$ cat src/rhc_pkg.sv
// Shared types and constants for the RGB to HSV converter.
// No dependencies; imported by every module of the block.
package rhc_pkg;

   // Channel width; full scale (all ones) stands for 1.0
   localparam int CHANNEL_BITS = 8;

   // Hue: 1/64 degree units, 3840 per sixth of a turn
   localparam int HUE_BITS   = 15;
   localparam int HUE_QBITS  = 12;
   localparam int HUE_FRAC   = 8;
   localparam logic [HUE_BITS-1:0] HUE_PER_SIXTH = HUE_BITS'(3840);
   localparam logic [HUE_BITS-1:0] HUE_SECTOR_G  = HUE_BITS'(7680);
   localparam logic [HUE_BITS-1:0] HUE_SECTOR_B  = HUE_BITS'(15360);
   localparam logic [HUE_BITS-1:0] HUE_FULL_TURN = HUE_BITS'(23040);

   // Divider cells: enough steps for the wider of the two quotients
   localparam int DIV_STEPS = (CHANNEL_BITS > HUE_QBITS) ? CHANNEL_BITS : HUE_QBITS;
   localparam logic [DIV_STEPS-1:0] HUE_FRAC_MASK =
      DIV_STEPS'((64'd1 << (DIV_STEPS - HUE_QBITS)) - 64'd1);

   // Front register, one register per cell, output register
   localparam int LATENCY = DIV_STEPS + 2;

   typedef struct packed {
      logic [CHANNEL_BITS-1:0] red;
      logic [CHANNEL_BITS-1:0] green;
      logic [CHANNEL_BITS-1:0] blue;
   } rhc_pixel_type;

   typedef struct packed {
      logic [HUE_BITS-1:0]     hue;
      logic                    hue_defined;
      logic [CHANNEL_BITS-1:0] saturation;
      logic [CHANNEL_BITS-1:0] brightness;
   } rhc_result_type;

   // One restoring-division lane as it moves down the cell row
   typedef struct packed {
      logic [CHANNEL_BITS-1:0] rem;
      logic [CHANNEL_BITS-1:0] divisor;
      logic [DIV_STEPS-1:0]    rest;
      logic [DIV_STEPS-1:0]    quo;
   } rhc_lane_type;

   // Side information that travels alongside the lanes
   typedef struct packed {
      logic                    valid;
      logic                    defined;
      logic                    negative;
      logic [HUE_BITS-1:0]     base;
      logic [CHANNEL_BITS-1:0] brightness;
   } rhc_tag_type;

endpackage

$ cat src/rhc_front.sv
// Front stage: max/min, sector, hue and saturation dividends, registered.
// Depends on rhc_pkg.
module rhc_front
   import rhc_pkg::*;
(
   input  logic          clock,
   input  logic          reset,
   input  logic          load,
   input  rhc_pixel_type pixel,
   output rhc_tag_type   tag_out,
   output rhc_lane_type  hue_out,
   output rhc_lane_type  sat_out
);

   localparam int CB = CHANNEL_BITS;

   logic [CB-1:0]   hi, lo, delta, pos, neg_src, mag;
   logic [CB:0]     diff;
   logic            red_max, green_max, negative;
   logic [CB+3:0]   hue_dividend;
   logic [2*CB-1:0] sat_dividend;
   logic [HUE_BITS-1:0] base;

   rhc_tag_type  tag_in, tag_ff;
   rhc_lane_type hue_in, hue_ff, sat_in, sat_ff;

   // Winner of the maximum: red, then green, then blue on a tie
   always_comb begin
      red_max   = (pixel.red >= pixel.green) && (pixel.red >= pixel.blue);
      green_max = !red_max && (pixel.green >= pixel.blue);
      hi = red_max ? pixel.red : (green_max ? pixel.green : pixel.blue);
      lo = pixel.red;
      if (pixel.green < lo) lo = pixel.green;
      if (pixel.blue < lo) lo = pixel.blue;
      delta = hi - lo;

      if (red_max) begin
         pos     = pixel.green;
         neg_src = pixel.blue;
      end else if (green_max) begin
         pos     = pixel.blue;
         neg_src = pixel.red;
      end else begin
         pos     = pixel.red;
         neg_src = pixel.green;
      end

      // Signed difference, then its magnitude
      diff     = {1'b0, pos} - {1'b0, neg_src};
      negative = diff[CB];
      mag      = negative ? CB'(-diff) : diff[CB-1:0];

      // Sector base; red sector with a negative hue wraps a full turn
      if (red_max)        base = negative ? HUE_FULL_TURN : '0;
      else if (green_max) base = HUE_SECTOR_G;
      else                base = HUE_SECTOR_B;

      // |diff|*15 (times 256 by the shifted-in zeros), delta*full_scale
      hue_dividend = ({4'b0, mag} << 4) - {4'b0, mag};
      sat_dividend = {delta, {CB{1'b0}}} - {{CB{1'b0}}, delta};

      tag_in.valid      = load;
      tag_in.defined    = (delta != '0);
      tag_in.negative   = negative;
      tag_in.base       = base;
      tag_in.brightness = hi;

      hue_in.rem     = hue_dividend[CB+3:4];
      hue_in.divisor = delta;
      hue_in.rest    = DIV_STEPS'(hue_dividend[3:0]) << (DIV_STEPS - 4);
      hue_in.quo     = '0;

      sat_in.rem     = sat_dividend[2*CB-1:CB];
      sat_in.divisor = hi;
      sat_in.rest    = DIV_STEPS'(sat_dividend[CB-1:0]) << (DIV_STEPS - CB);
      sat_in.quo     = '0;
   end

   // Stage register: valid bit reset, payload free-running
   always_ff @(posedge clock) begin
      if (reset) begin
         tag_ff.valid <= 1'b0;
      end else begin
         tag_ff.valid <= tag_in.valid;
      end
      tag_ff.defined    <= tag_in.defined;
      tag_ff.negative   <= tag_in.negative;
      tag_ff.base       <= tag_in.base;
      tag_ff.brightness <= tag_in.brightness;
      hue_ff            <= hue_in;
      sat_ff            <= sat_in;
   end

   assign tag_out = tag_ff;
   assign hue_out = hue_ff;
   assign sat_out = sat_ff;

endmodule

$ cat src/rhc_cell.sv
// One divider cell: a single restoring step on both the hue and the
// saturation lane, registered. Depends on rhc_pkg.
module rhc_cell
   import rhc_pkg::*;
(
   input  logic         clock,
   input  logic         reset,
   input  rhc_tag_type  tag_in_port,
   input  rhc_lane_type hue_in_port,
   input  rhc_lane_type sat_in_port,
   output rhc_tag_type  tag_out,
   output rhc_lane_type hue_out,
   output rhc_lane_type sat_out
);

   localparam int CB = CHANNEL_BITS;

   rhc_tag_type  tag_ff;
   rhc_lane_type hue_in, hue_ff, sat_in, sat_ff;

   // Shift in the next dividend bit, subtract the divisor if it fits
   function automatic rhc_lane_type lane_step(input rhc_lane_type a);
      logic [CB:0]  trial;
      rhc_lane_type b;
      trial     = {a.rem, a.rest[DIV_STEPS-1]};
      b         = a;
      b.rest    = a.rest << 1;
      if (trial >= {1'b0, a.divisor}) begin
         b.rem = CB'(trial - {1'b0, a.divisor});
         b.quo = {a.quo[DIV_STEPS-2:0], 1'b1};
      end else begin
         b.rem = trial[CB-1:0];
         b.quo = {a.quo[DIV_STEPS-2:0], 1'b0};
      end
      return b;
   endfunction

   always_comb begin
      hue_in = lane_step(hue_in_port);
      sat_in = lane_step(sat_in_port);
   end

   always_ff @(posedge clock) begin
      if (reset) begin
         tag_ff.valid <= 1'b0;
      end else begin
         tag_ff.valid <= tag_in_port.valid;
      end
      tag_ff.defined    <= tag_in_port.defined;
      tag_ff.negative   <= tag_in_port.negative;
      tag_ff.base       <= tag_in_port.base;
      tag_ff.brightness <= tag_in_port.brightness;
      hue_ff            <= hue_in;
      sat_ff            <= sat_in;
   end

   assign tag_out = tag_ff;
   assign hue_out = hue_ff;
   assign sat_out = sat_ff;

endmodule

$ cat src/rhc_finish.sv
// Final stage: hue from sector base and quotient, saturation select,
// output register and strobe. Depends on rhc_pkg.
module rhc_finish
   import rhc_pkg::*;
(
   input  logic           clock,
   input  logic           reset,
   input  rhc_tag_type    tag_in_port,
   input  rhc_lane_type   hue_in_port,
   input  rhc_lane_type   sat_in_port,
   output logic           strobe,
   output rhc_result_type result
);

   localparam int CB = CHANNEL_BITS;

   logic [HUE_QBITS-1:0] quot;
   logic                 inexact;
   logic                 valid_in, valid_ff;
   rhc_result_type       result_in, result_ff;

   always_comb begin
      quot    = hue_in_port.quo[DIV_STEPS-1 -: HUE_QBITS];
      inexact = (hue_in_port.rem != '0) || ((hue_in_port.quo & HUE_FRAC_MASK) != '0);

      // Negative fraction floors downwards: round the quotient up
      result_in.hue = '0;
      if (tag_in_port.defined) begin
         if (tag_in_port.negative)
            result_in.hue = tag_in_port.base - HUE_BITS'(quot) - HUE_BITS'(inexact);
         else
            result_in.hue = tag_in_port.base + HUE_BITS'(quot);
      end
      result_in.hue_defined = tag_in_port.defined;
      result_in.saturation  = tag_in_port.defined ?
                              sat_in_port.quo[DIV_STEPS-1 -: CB] : '0;
      result_in.brightness  = tag_in_port.brightness;
      valid_in              = tag_in_port.valid;
   end

   always_ff @(posedge clock) begin
      if (reset) begin
         valid_ff <= 1'b0;
      end else begin
         valid_ff <= valid_in;
      end
      result_ff <= result_in;
   end

   assign strobe = valid_ff;
   assign result = result_ff;

endmodule

$ cat src/rgb_to_hsv_convert_unit.sv
// Top level of the RGB to HSV converter: front stage, divider cell row,
// finishing stage. Depends on rhc_pkg, rhc_front, rhc_cell, rhc_finish.
//
// Takes one pixel beat in every clock cycle; busy is always low. Each
// result appears on rsp_result with rsp_valid high for one cycle, in order,
// after the front register, one register per divider cell and the output
// register. A row of restoring divider cells, one quotient bit per cell,
// produces hue and saturation side by side.
// The receiver cannot stall, so results must be captured when strobed.
module rgb_to_hsv_convert_unit
   import rhc_pkg::*;
(
   input  logic           clock,
   input  logic           reset,
   input  logic           start,
   output logic           busy,
   input  rhc_pixel_type  req_pixel,
   output logic           rsp_valid,
   output rhc_result_type rsp_result
);

   rhc_tag_type  tag_chain [0:DIV_STEPS];
   rhc_lane_type hue_chain [0:DIV_STEPS];
   rhc_lane_type sat_chain [0:DIV_STEPS];

   // Fully pipelined: a new beat is taken every cycle
   assign busy = 1'b0;

   rhc_front u_front (
      .clock   (clock),
      .reset   (reset),
      .load    (start && !busy),
      .pixel   (req_pixel),
      .tag_out (tag_chain[0]),
      .hue_out (hue_chain[0]),
      .sat_out (sat_chain[0])
   );

   // Divider row, one quotient bit per cell
   for (genvar i = 0; i < DIV_STEPS; i++) begin : g_cell
      rhc_cell u_cell (
         .clock       (clock),
         .reset       (reset),
         .tag_in_port (tag_chain[i]),
         .hue_in_port (hue_chain[i]),
         .sat_in_port (sat_chain[i]),
         .tag_out     (tag_chain[i+1]),
         .hue_out     (hue_chain[i+1]),
         .sat_out     (sat_chain[i+1])
      );
   end

   rhc_finish u_finish (
      .clock       (clock),
      .reset       (reset),
      .tag_in_port (tag_chain[DIV_STEPS]),
      .hue_in_port (hue_chain[DIV_STEPS]),
      .sat_in_port (sat_chain[DIV_STEPS]),
      .strobe      (rsp_valid),
      .result      (rsp_result)
   );

endmodule

$ cat config.mk
export PLATFORM = sky130hd
export DESIGN_NAME = rgb_to_hsv_convert_unit
export DESIGN_NICKNAME = d
export VERILOG_FILES = /design/src/rhc_pkg.sv /design/src/rhc_front.sv /design/src/rhc_cell.sv /design/src/rhc_finish.sv /design/src/rgb_to_hsv_convert_unit.sv
export SDC_FILE = /design/constraint.sdc
export NUM_CORES = 1
export LEC_CHECK = 0
export ABC_AREA = 1
export BUFFER_PORTS_ARGS = -buffer_cell sky130_fd_sc_hd__buf_4
export CORE_MARGIN = 3
export CORE_UTILIZATION = 45
export CTS_CLUSTER_DIAMETER = 200
export CTS_CLUSTER_SIZE = 28
export DETAILED_ROUTE_END_ITERATION = 6
export HOLD_SLACK_MARGIN = 0.05
export PLACE_DENSITY = 0.63
export SLEW_MARGIN = 30
export SYNTH_ARGS = -nofsm -noshare
export SYNTH_HDL_FRONTEND = slang
export SYNTH_SLANG_ARGS = --single-unit
$ cat constraint.sdc
create_clock -name clock -period 12.6 [get_ports clock]
set_clock_uncertainty 0.2 [all_clocks]
set_input_delay 0.63 -clock clock [delete_from_list [all_inputs] [get_ports clock]]
set_output_delay 0.63 -clock clock [all_outputs]
set_load 0.03 [all_outputs]
Yosys cells after proc, flatten, opt, wreduce, memory -nomap -nowiden
Cells that the tools add are included.
{"block": "op_classes", "n_reduce_logical": 5, "order_cmp": 29, "n_mux": 60, "addsub": 31}
{"operator": "two-way mux 8 bit", "count": 32}
{"operator": "greater-or-equal comparator 9 x 8 -> 1 bit", "count": 24}
{"operator": "subtractor 8 bit", "count": 24}
{"operator": "two-way mux 15 bit", "count": 3}
{"operator": "greater-or-equal comparator 8 bit", "count": 3}
{"operator": "two-way mux 1 bit", "count": 24}
{"operator": "< comparator 8 bit", "count": 2}
{"operator": "nonzero test 8 bit", "count": 2}
{"operator": "subtractor 16 x 8 -> 16 bit", "count": 1}
{"operator": "adder 15 x 12 -> 15 bit", "count": 1}
{"operator": "subtractor 15 x 1 -> 15 bit", "count": 1}
{"operator": "subtractor 15 x 12 -> 15 bit", "count": 1}
{"operator": "two-way mux 14 bit", "count": 1}
{"operator": "subtractor 12 x 8 -> 12 bit", "count": 1}
{"operator": "subtractor 8 x 8 -> 9 bit", "count": 1}
{"operator": "negation 8 bit", "count": 1}
{"operator": "logical AND 1 bit", "count": 2}
{"operator": "logical NOT 1 bit", "count": 1}
{"block": "totals", "register_bits": 869, "wordCells": 279}

Logic depth before layout (Yosys ltp)
Gate-level depths: netlist (run 1).
{"block": "logic_depth", "word_depth": 10, "mapped_depth": 39}

Hierarchy
Synthesis (run 1) repeated with hierarchy kept, for this count alone.
{"block": "hier_totals", "cells_unflattened": 4939, "hier_area_um2": 46713.6}
{"mod": "rhc_cell at g_cell[0].u_cell ...", "seq_area_each_um2": 2082.0, "cells_per_inst": 326, "area_per_inst_um2": 3333.2, "instances": 6}
{"mod": "rhc_cell at g_cell[2].u_cell ...", "seq_area_each_um2": 2082.0, "cells_per_inst": 325, "area_per_inst_um2": 3265.6, "instances": 6}
{"mod": "rhc_front", "seq_area_each_um2": 1021.0, "cells_per_inst": 592, "area_per_inst_um2": 4332.9, "instances": 1}
{"mod": "rhc_finish", "seq_area_each_um2": 660.6, "cells_per_inst": 439, "area_per_inst_um2": 2776.4, "instances": 1}
{"mod": "rgb_to_hsv_convert_unit", "seq_area_each_um2": 0.0, "cells_per_inst": 2, "area_per_inst_um2": 11.3, "instances": 1}

Worst setup path after synthesis (run 1)
Ideal clock, no wire load.
{"block": "synth_path", "kind": "input-to-reg", "start": "input port req_pixel[23] (netlist name)", "end": "register u_front.hue_ff, in the netlist u_front.hue_out[38]", "cell_stages": 31, "setup_time_ns": 0.116, "path_slack_ns": 7.445, "n_path_buf": 1, "arrival_time_ns": 4.839, "cell_sequence": "inv_1 -> ha_1 -> a21o_1 -> nor2_1 -> nand2_2 -> nand2_1 -> nand2_2 -> inv_4 -> nor2_2 -> inv_1 -> buf_2 -> o22ai_1 -> a21oi_1 -> ha_1 -> inv_1 -> fa_1 -> nand3_2 -> nand3_2 -> nand2_1 -> nand2_1 -> a21oi_1 -> xor2_1 -> inv_1 -> o21ai_0 -> xor2_1 -> inv_1 -> ha_1 -> a21oi_1 -> nand2_4 -> o21bai_2 -> nand2_1"}
{"block": "synth_via", "elab_chain_len": 10, "elab_cells_between_ends": 13, "classes_between": "add/sub (3); order compare (2); mux (5); reduce/logical (3)"}
{"item": "start: declaration", "line_no": "rgb_to_hsv_convert_unit.sv:17", "text": "input rhc_pixel_type req_pixel,"}
{"item": "greater-or-equal comparator 8 bit", "line_no": "rhc_front.sv:29", "text": "red_max = (pixel.red >= pixel.green) && (pixel.red >= pixel.blue);"}
{"item": "logical AND 1 bit", "line_no": "rhc_front.sv:29"}
{"item": "logical NOT 1 bit", "line_no": "rhc_front.sv:30", "text": "green_max = !red_max && (pixel.green >= pixel.blue);"}
{"item": "logical AND 1 bit", "line_no": "rhc_front.sv:30"}
{"item": "two-way mux 8 bit", "line_no": "rhc_front.sv:40", "text": "end else if (green_max) begin"}
{"item": "two-way mux 8 bit", "line_no": "rhc_front.sv:37", "text": "if (red_max) begin"}
{"item": "subtractor 8 x 8 -> 9 bit *", "line_no": "rhc_front.sv:49", "text": "diff = {1'b0, pos} - {1'b0, neg_src};"}
{"item": "negation 8 bit", "line_no": "rhc_front.sv:51", "text": "mag = negative ? CB'(-diff) : diff[CB-1:0];"}
{"item": "two-way mux 8 bit *", "line_no": "rhc_front.sv:51"}
{"item": "subtractor 12 x 8 -> 12 bit *", "line_no": "rhc_front.sv:59", "text": "hue_dividend = ({4'b0, mag} << 4) - {4'b0, mag};"}
{"item": "net u_front.hue_dividend[10]", "line_no": "rhc_front.sv:20", "text": "logic [CB+3:0] hue_dividend;"}
{"item": "end signal: assignment", "line_no": "rhc_front.sv:90", "text": "hue_ff <= hue_in;"}
{"item": "end: declaration", "line_no": "rhc_front.sv:25", "text": "rhc_lane_type hue_in, hue_ff, sat_in, sat_ff;"}
Mark *: on every way through the listed nets, which the timed path passes. The rest lies on a longest branch.
A chain may end at the register's enable or synchronous reset.

Worst setup path after layout (run 1)
Same ends and word-level chain as after synthesis.

==> flow_summary.toml, run 1 <==
[outcome]
status = "complete, no violations"

[floorplan]
die_area_um2 = 59500
die_h_um = 244
die_x_um = 244
core_um2 = 55500
start_util_pct = 45.9
row_count = 86
ios = 61

[drt]
wl_per_cell_um = 12.6
first_iter_violations = 787
vias = 16300
final_antenna_net_count = 0
wirelength_mm = 43.6
firstDrtPassIters = 5
drc = 0
viasPerCell = 4.71

[critical_path]
crit_required_ns = 12.89
rrSetupSlack_ns = 9.53
cp_data_arrival_time_ns = 6.47
cpMaxStageDelayCell = "nor2_2"
cp_max_fo = 25
cpPeakStageDelay_ns = 0.50
reg2reg_from = "g_cell[11].u_cell.hue_out[33]"
cp_top_family = "simple AND/OR/NAND/NOR gates"
crit_type = "in -> reg"
cp-start-kind = "input port"
endpoint_kind = "flop"
regToRegEndpoint = "u_finish.result[28]"
cp.buffers_inverters = 7
reg2reg_depth = 15

[yosys]
syn_area_per_cell_um2 = 9.62
synth-edff-count = 0
synth_area_um2 = 25500
synth.distinct_cells = 58
ys_warn_count = 0
ys_ff_latch = 689
synth_nets = 2930
yosysSeqAreaShare_pct = 54.2
synth_ff_type = "dfxtp_1"
syn_inst = 2647
async_reset_ff_share_pct = 0

[grt]
grt_max_degree = 29
grt_pass1_vias = 16400
grt_usage_pct = 14.6
grt_pass1_wl_mm = 73.3
grt_antenna_before_repair = 0
overflow = 0

[cells_and_area]
diodes = 0
drive_above_1_share_pct = 5.10
n_fill_cell = 5151
nNetsFinal = 2989
syn2layout_area_growth_pct = 7.76

[sta]
drv_slew = 0
fin_setup_tns_ns = 0
hold_violations = 0
max_freq_ghz = 0.162
relSlewSlack_pct = 46.7
finalCritPeriodShare_pct = 49.1
rsz0062_at_grt = "false"
fin_crit_ns = 6.19
finalSetupViolCount = 0
tightestPinTransition_ns = 0.799

[placement]
dp_hpwl_mm = 34.0
gp_congestion = 0.823
io_buffers = 59

[clock_tree]
cts.sinks = 689
numCtsBuffers = 28
cts_root_buf = "clkbuf_16"
post_cts_resize_count = 0
cts_tree = "built"
cts_max_level = 1
clockBufferDepth = 3
clock_latency_ns = 0.59
clk_pin_slew_ns = 0.10

[hold_path]
min_to = "g_cell[5].u_cell.tag_out[25]"
whs_path_depth = 2
hold_path.class = "in -> reg"
min_from = "reset"

[flow_run]
maxCapViolations = 0
==> how the worst max path moves through the flow <==
| stage | start | end | slack, ns | cells after the start |
|---|---|---|---|---|
| 3_3_place_gp | req_pixel[23] | u_front.hue_out[38] | 5.88 | 29 |
| 3_5_place_dp | req_pixel[23] | u_front.hue_out[38] | 5.81 | 29 |
| 2_1_floorplan | req_pixel[23] | u_front.hue_out[38] | 7.45 | 31 |
| 4_1_cts | req_pixel[23] | u_front.hue_out[38] | 6.44 | 29 |
| 6_report | req_pixel[23] | u_front.hue_out[38] | 6.41 | 29 |
| 5_1_grt | req_pixel[23] | u_front.hue_out[38] | 5.83 | 29 |
==> final cells by class <==
type,instances,area [µm²],share of cell area (%)
well taps,748,936,3.41
repair buffers,61,460,1.68
multi-input cells,1501,9910,36.1
inverters,425,1600,5.83
flip-flops and latches,689,13800,50.3
clock inverters,1,16.3,0.0593
clock buffers,29,726,2.64
==> state kept, by name, indices dropped and copies added (netlist names) <==
register / flops
g_cell.u_cell.sat_out: 153
u_front.tag_out: 16
u_front.sat_out: 15
g_cell.u_cell.tag_out: 184
u_finish.result: 32
g_cell.u_cell.hue_out: 268
u_front.hue_out: 20
u_finish.strobe: 1
==> what timing repair did <==
| item | CTS | global route |
|---|---|---|
| buffers inserted | 0 | 0 |
| hold endpoints to repair | 1 | 0 |
| hold buffers | 1 | 0 |
==> routing by layer <==
| metal | track usage [%] | vias up | wire (µm) |
|---|---|---|---|
| met5 | 0 | - | 0 |
| met2 | 29.2 | 203 | 23100 |
| met1 | 15.4 | 7410 | 17800 |
| li1 | - | 8563 | - |
| met3 | 1.66 | 83 | 1190 |
| met4 | 5.54 | 0 | 1520 |
==> synthesized netlist by cell type, types with 5 or more instances <==
| cell | instances | share of area (%) |
|---|---|---|
| nand2_2 | 14 | 0.34 |
| dfxtp_1 | 689 | 54 |
| buf_2 | 16 | 0.31 |
| a21oi_1 | 217 | 4.3 |
| nand2_1 | 285 | 4.2 |
| nor2_2 | 5 | 0.12 |
| inv_1 | 417 | 6.1 |
| or3_1 | 5 | 0.12 |
| a311oi_1 | 5 | 0.17 |
| o221ai_1 | 12 | 0.41 |
| xnor2_1 | 36 | 1.2 |
| o21bai_1 | 23 | 0.68 |
| ha_1 | 234 | 11 |
| inv_2 | 5 | 0.074 |
| nor2_1 | 229 | 3.4 |
| fa_1 | 22 | 1.7 |
| a21o_1 | 16 | 0.47 |
| nand3_1 | 59 | 1.2 |
| nor3_1 | 15 | 0.29 |
| o21ai_0 | 133 | 2.6 |
| nor4_1 | 6 | 0.15 |
| a211oi_1 | 12 | 0.35 |
| clkbuf_1 | 9 | 0.13 |
| nand4_1 | 22 | 0.54 |
| o21ai_1 | 5 | 0.098 |
| o22ai_1 | 9 | 0.22 |
| xor2_1 | 92 | 3.2 |
==> cell usage in the layout (no fill, tap or decap), drive strengths merged, types with 16 or more instances in the layout <==
master / count
nor3: 17
nand3: 63
dfxtp: 689
a21o: 16
inv: 424
buf: 60
xor2: 94
ha: 234
o21bai: 24
clkbuf: 29
xnor2: 38
nor2: 235
nand4: 23
a21oi: 218
nand2: 301
o21ai: 138
fa: 22
==> kinds of logic after synthesis <==
| logic type | share of synthesized area [%] |
|---|---|
| other | 0.0147 |
| XOR/XNOR | 4.66 |
| adder cells (fa/ha/maj) | 13.2 |
| buffers and inverters | 6.92 |
| AO/OA/AOI/OAI | 9.94 |
| AND/OR/NAND/NOR | 11.1 |
| flip-flops | 54.2 |
==> metrics by stage <==
step	hold WS, ns	worst slack [ns]	utilization [%]	std cells	cell area (µm²)
after floorplan	0.110	7.45	-	2647	25500
after global placement	0.110	5.88	48.1	3423	26700
after detailed placement	0.112	5.81	48.1	3423	26700
after CTS	0.0736	6.44	49.4	3454	27400
after global routing	0.0878	5.83	49.4	3454	27400
final	0.113	6.41	49.4	3454	27400
Power of run 1 is not shown: default switching activity piles up to over one toggle a cycle in this logic, so the estimate is an artifact.
==> inputs of run 2 (changes only) <==
- PLACE_DENSITY: 0.63 -> 0.65
- clock period: 12.6 -> 5.46 ns (I/O delays scaled with it)
==> flow_summary.toml, run 2 (synthesized netlist as in run 1, its figures left out) <==
[clock_tree]
numCtsBuffers = 28
clock_latency_ns = 0.59
cts_root_buf = "clkbuf_16"
clk_pin_slew_ns = 0.10
cts_tree = "built"
cts.sinks = 689
clockBufferDepth = 3
cts_max_level = 1

[placement]
dp_hpwl_mm = 32.9
pre_cts_ws_ns = 0.0107
gp_congestion = 0.818
place_inst = 3435
io_buffers = 59

[floorplan]
ios = 61
core_um2 = 55500
start_util_pct = 45.9
die_h_um = 244
row_count = 86
die_area_um2 = 59500
die_x_um = 244

[critical_path]
crit_required_ns = 5.75
crit_type = "in -> reg"
cpPeakStageDelay_ns = 0.52
cpMaxStageDelayCell = "dlygate4sd3_1"
endpoint_kind = "flop"
cp_max_fo = 16
regToRegEndpoint = "u_finish.result[28]"
cp-start-kind = "input port"
reg2reg_from = "g_cell[11].u_cell.hue_out[33]"
cp_data_arrival_time_ns = 5.28
rrSetupSlack_ns = 2.39
reg2reg_depth = 15
path_common_cell = "nand2_1"

[drt]
vias = 16400
firstDrtPassIters = 5
drc = 0
viasPerCell = 4.68
first_iter_violations = 556
wl_per_cell_um = 12.2
final_antenna_net_count = 0
wirelength_mm = 42.5

[sta]
max_freq_ghz = 0.200
finalSetupViolCount = 0
worst_hold_slack_ns = 0.122
drv_slew = 0
fin_setup_tns_ns = 0
fin_crit_ns = 4.99
relSlewSlack_pct = 53.6
finalWorstSetupSlack_ns = 0.466
finalCritPeriodShare_pct = 91.5
hold_violations = 0
tightestPinTransition_ns = 0.694

[hold_path]
hold_path.class = "reg -> reg"
min_from = "g_cell[3].u_cell.sat_out[1]"
whs_path_depth = 0
min_to = "g_cell[4].u_cell.sat_out[2]"

[grt]
grt_pass1_vias = 16600
grt_usage_pct = 14.3
overflow = 0
grt_max_degree = 29
grt_antenna_before_repair = 0
grt_pass1_wl_mm = 72.3

[cells_and_area]
nNetsFinal = 3026
drive_above_1_share_pct = 5.94
final_cell_mix = "dfxtp_1, inv_1, nand2_1"
largest_reg_flops = 268
syn2layout_area_growth_pct = 9.30
final_common_cell = "dfxtp_1"
diodes = 0
instances_no_fill = 3491

[flow_run]
maxCapViolations = 0

[outcome]
status = "complete, no violations"
-- run 2: cell types whose count changed in the layout (fill, tap and decap cells not counted), moves of 2 or more --
cell,before,now
dlygate4sd3_1,1,25
buf_4,60,72
o21ai_0,133,130
ha_1,234,232
ha_2,0,2
nor2_1,229,227
nor2_2,5,7
o21ai_1,5,7
-- run 2: worst max-delay path, delay by kind of cell --
| family | cells | cell delay [ns] |
|---|---|---|
| simple gates | 17 | 1.86 |
| compound gates | 4 | 0.80 |
| fa+ha+maj | 3 | 0.99 |
| buf+inv | 9 | 1.32 |
-- run 2: layout make-up --
type / instances / area, µm²
inverter: 425 / 1600
clock inverter: 1 / 16.3
timing repair buffer: 98 / 802
tap: 748 / 936
fill: 5065 / 27700
clock buffer: 29 / 726
multi-input combinational: 1501 / 9960
sequential: 689 / 13800
-- run 2: per-stage QoR --
stage | area (µm²) | utilization (%)
final | 27800 | 50.1
after CTS | 27800 | 50.0
after detailed placement | 26800 | 48.2
after floorplan | 25500 | -
after global placement | 26800 | 48.2
after global routing | 27800 | 50.1
-- run 2: worst max-delay path by stage --
stage / slack, ns / depth (start not counted) / end / startpoint
floorplan: 0.66 / 31 / u_front.hue_out[38] / req_pixel[23]
global placement: 0.09 / 30 / u_front.hue_out[38] / req_pixel[23]
detailed placement: 0.01 / 30 / u_front.hue_out[38] / req_pixel[23]
CTS: 0.1 / 32 / u_front.hue_out[38] / req_pixel[23]
global route: -0.01 / 30 / u_front.sat_out[33] / req_pixel[23]
finish: 0.47 / 33 / u_front.hue_out[38] / req_pixel[23]
-- run 2: what timing repair did --
action,CTS,global route
hold buffers,25,0
buffers inserted,0,1
endpoints found under the setup margin,0,17
gates resized for setup,0,18
hold endpoints to repair,24,0
-- run 2: metal layers --
| metal | wire length [µm] | part of all wire (%) | track usage (%) | vias to the layer above |
|---|---|---|---|---|
| met1 | 17400 | 41 | 15.0 | 7387 |
| met4 | 1590 | 3.7 | 5.85 | 0 |
| met5 | 0 | 0 | 0 | - |
| li1 | - | - | - | 8641 |
| met2 | 22300 | 52 | 28.4 | 226 |
| met3 | 1280 | 3.0 | 1.77 | 98 |
Power of run 2 is left out for the same reason.
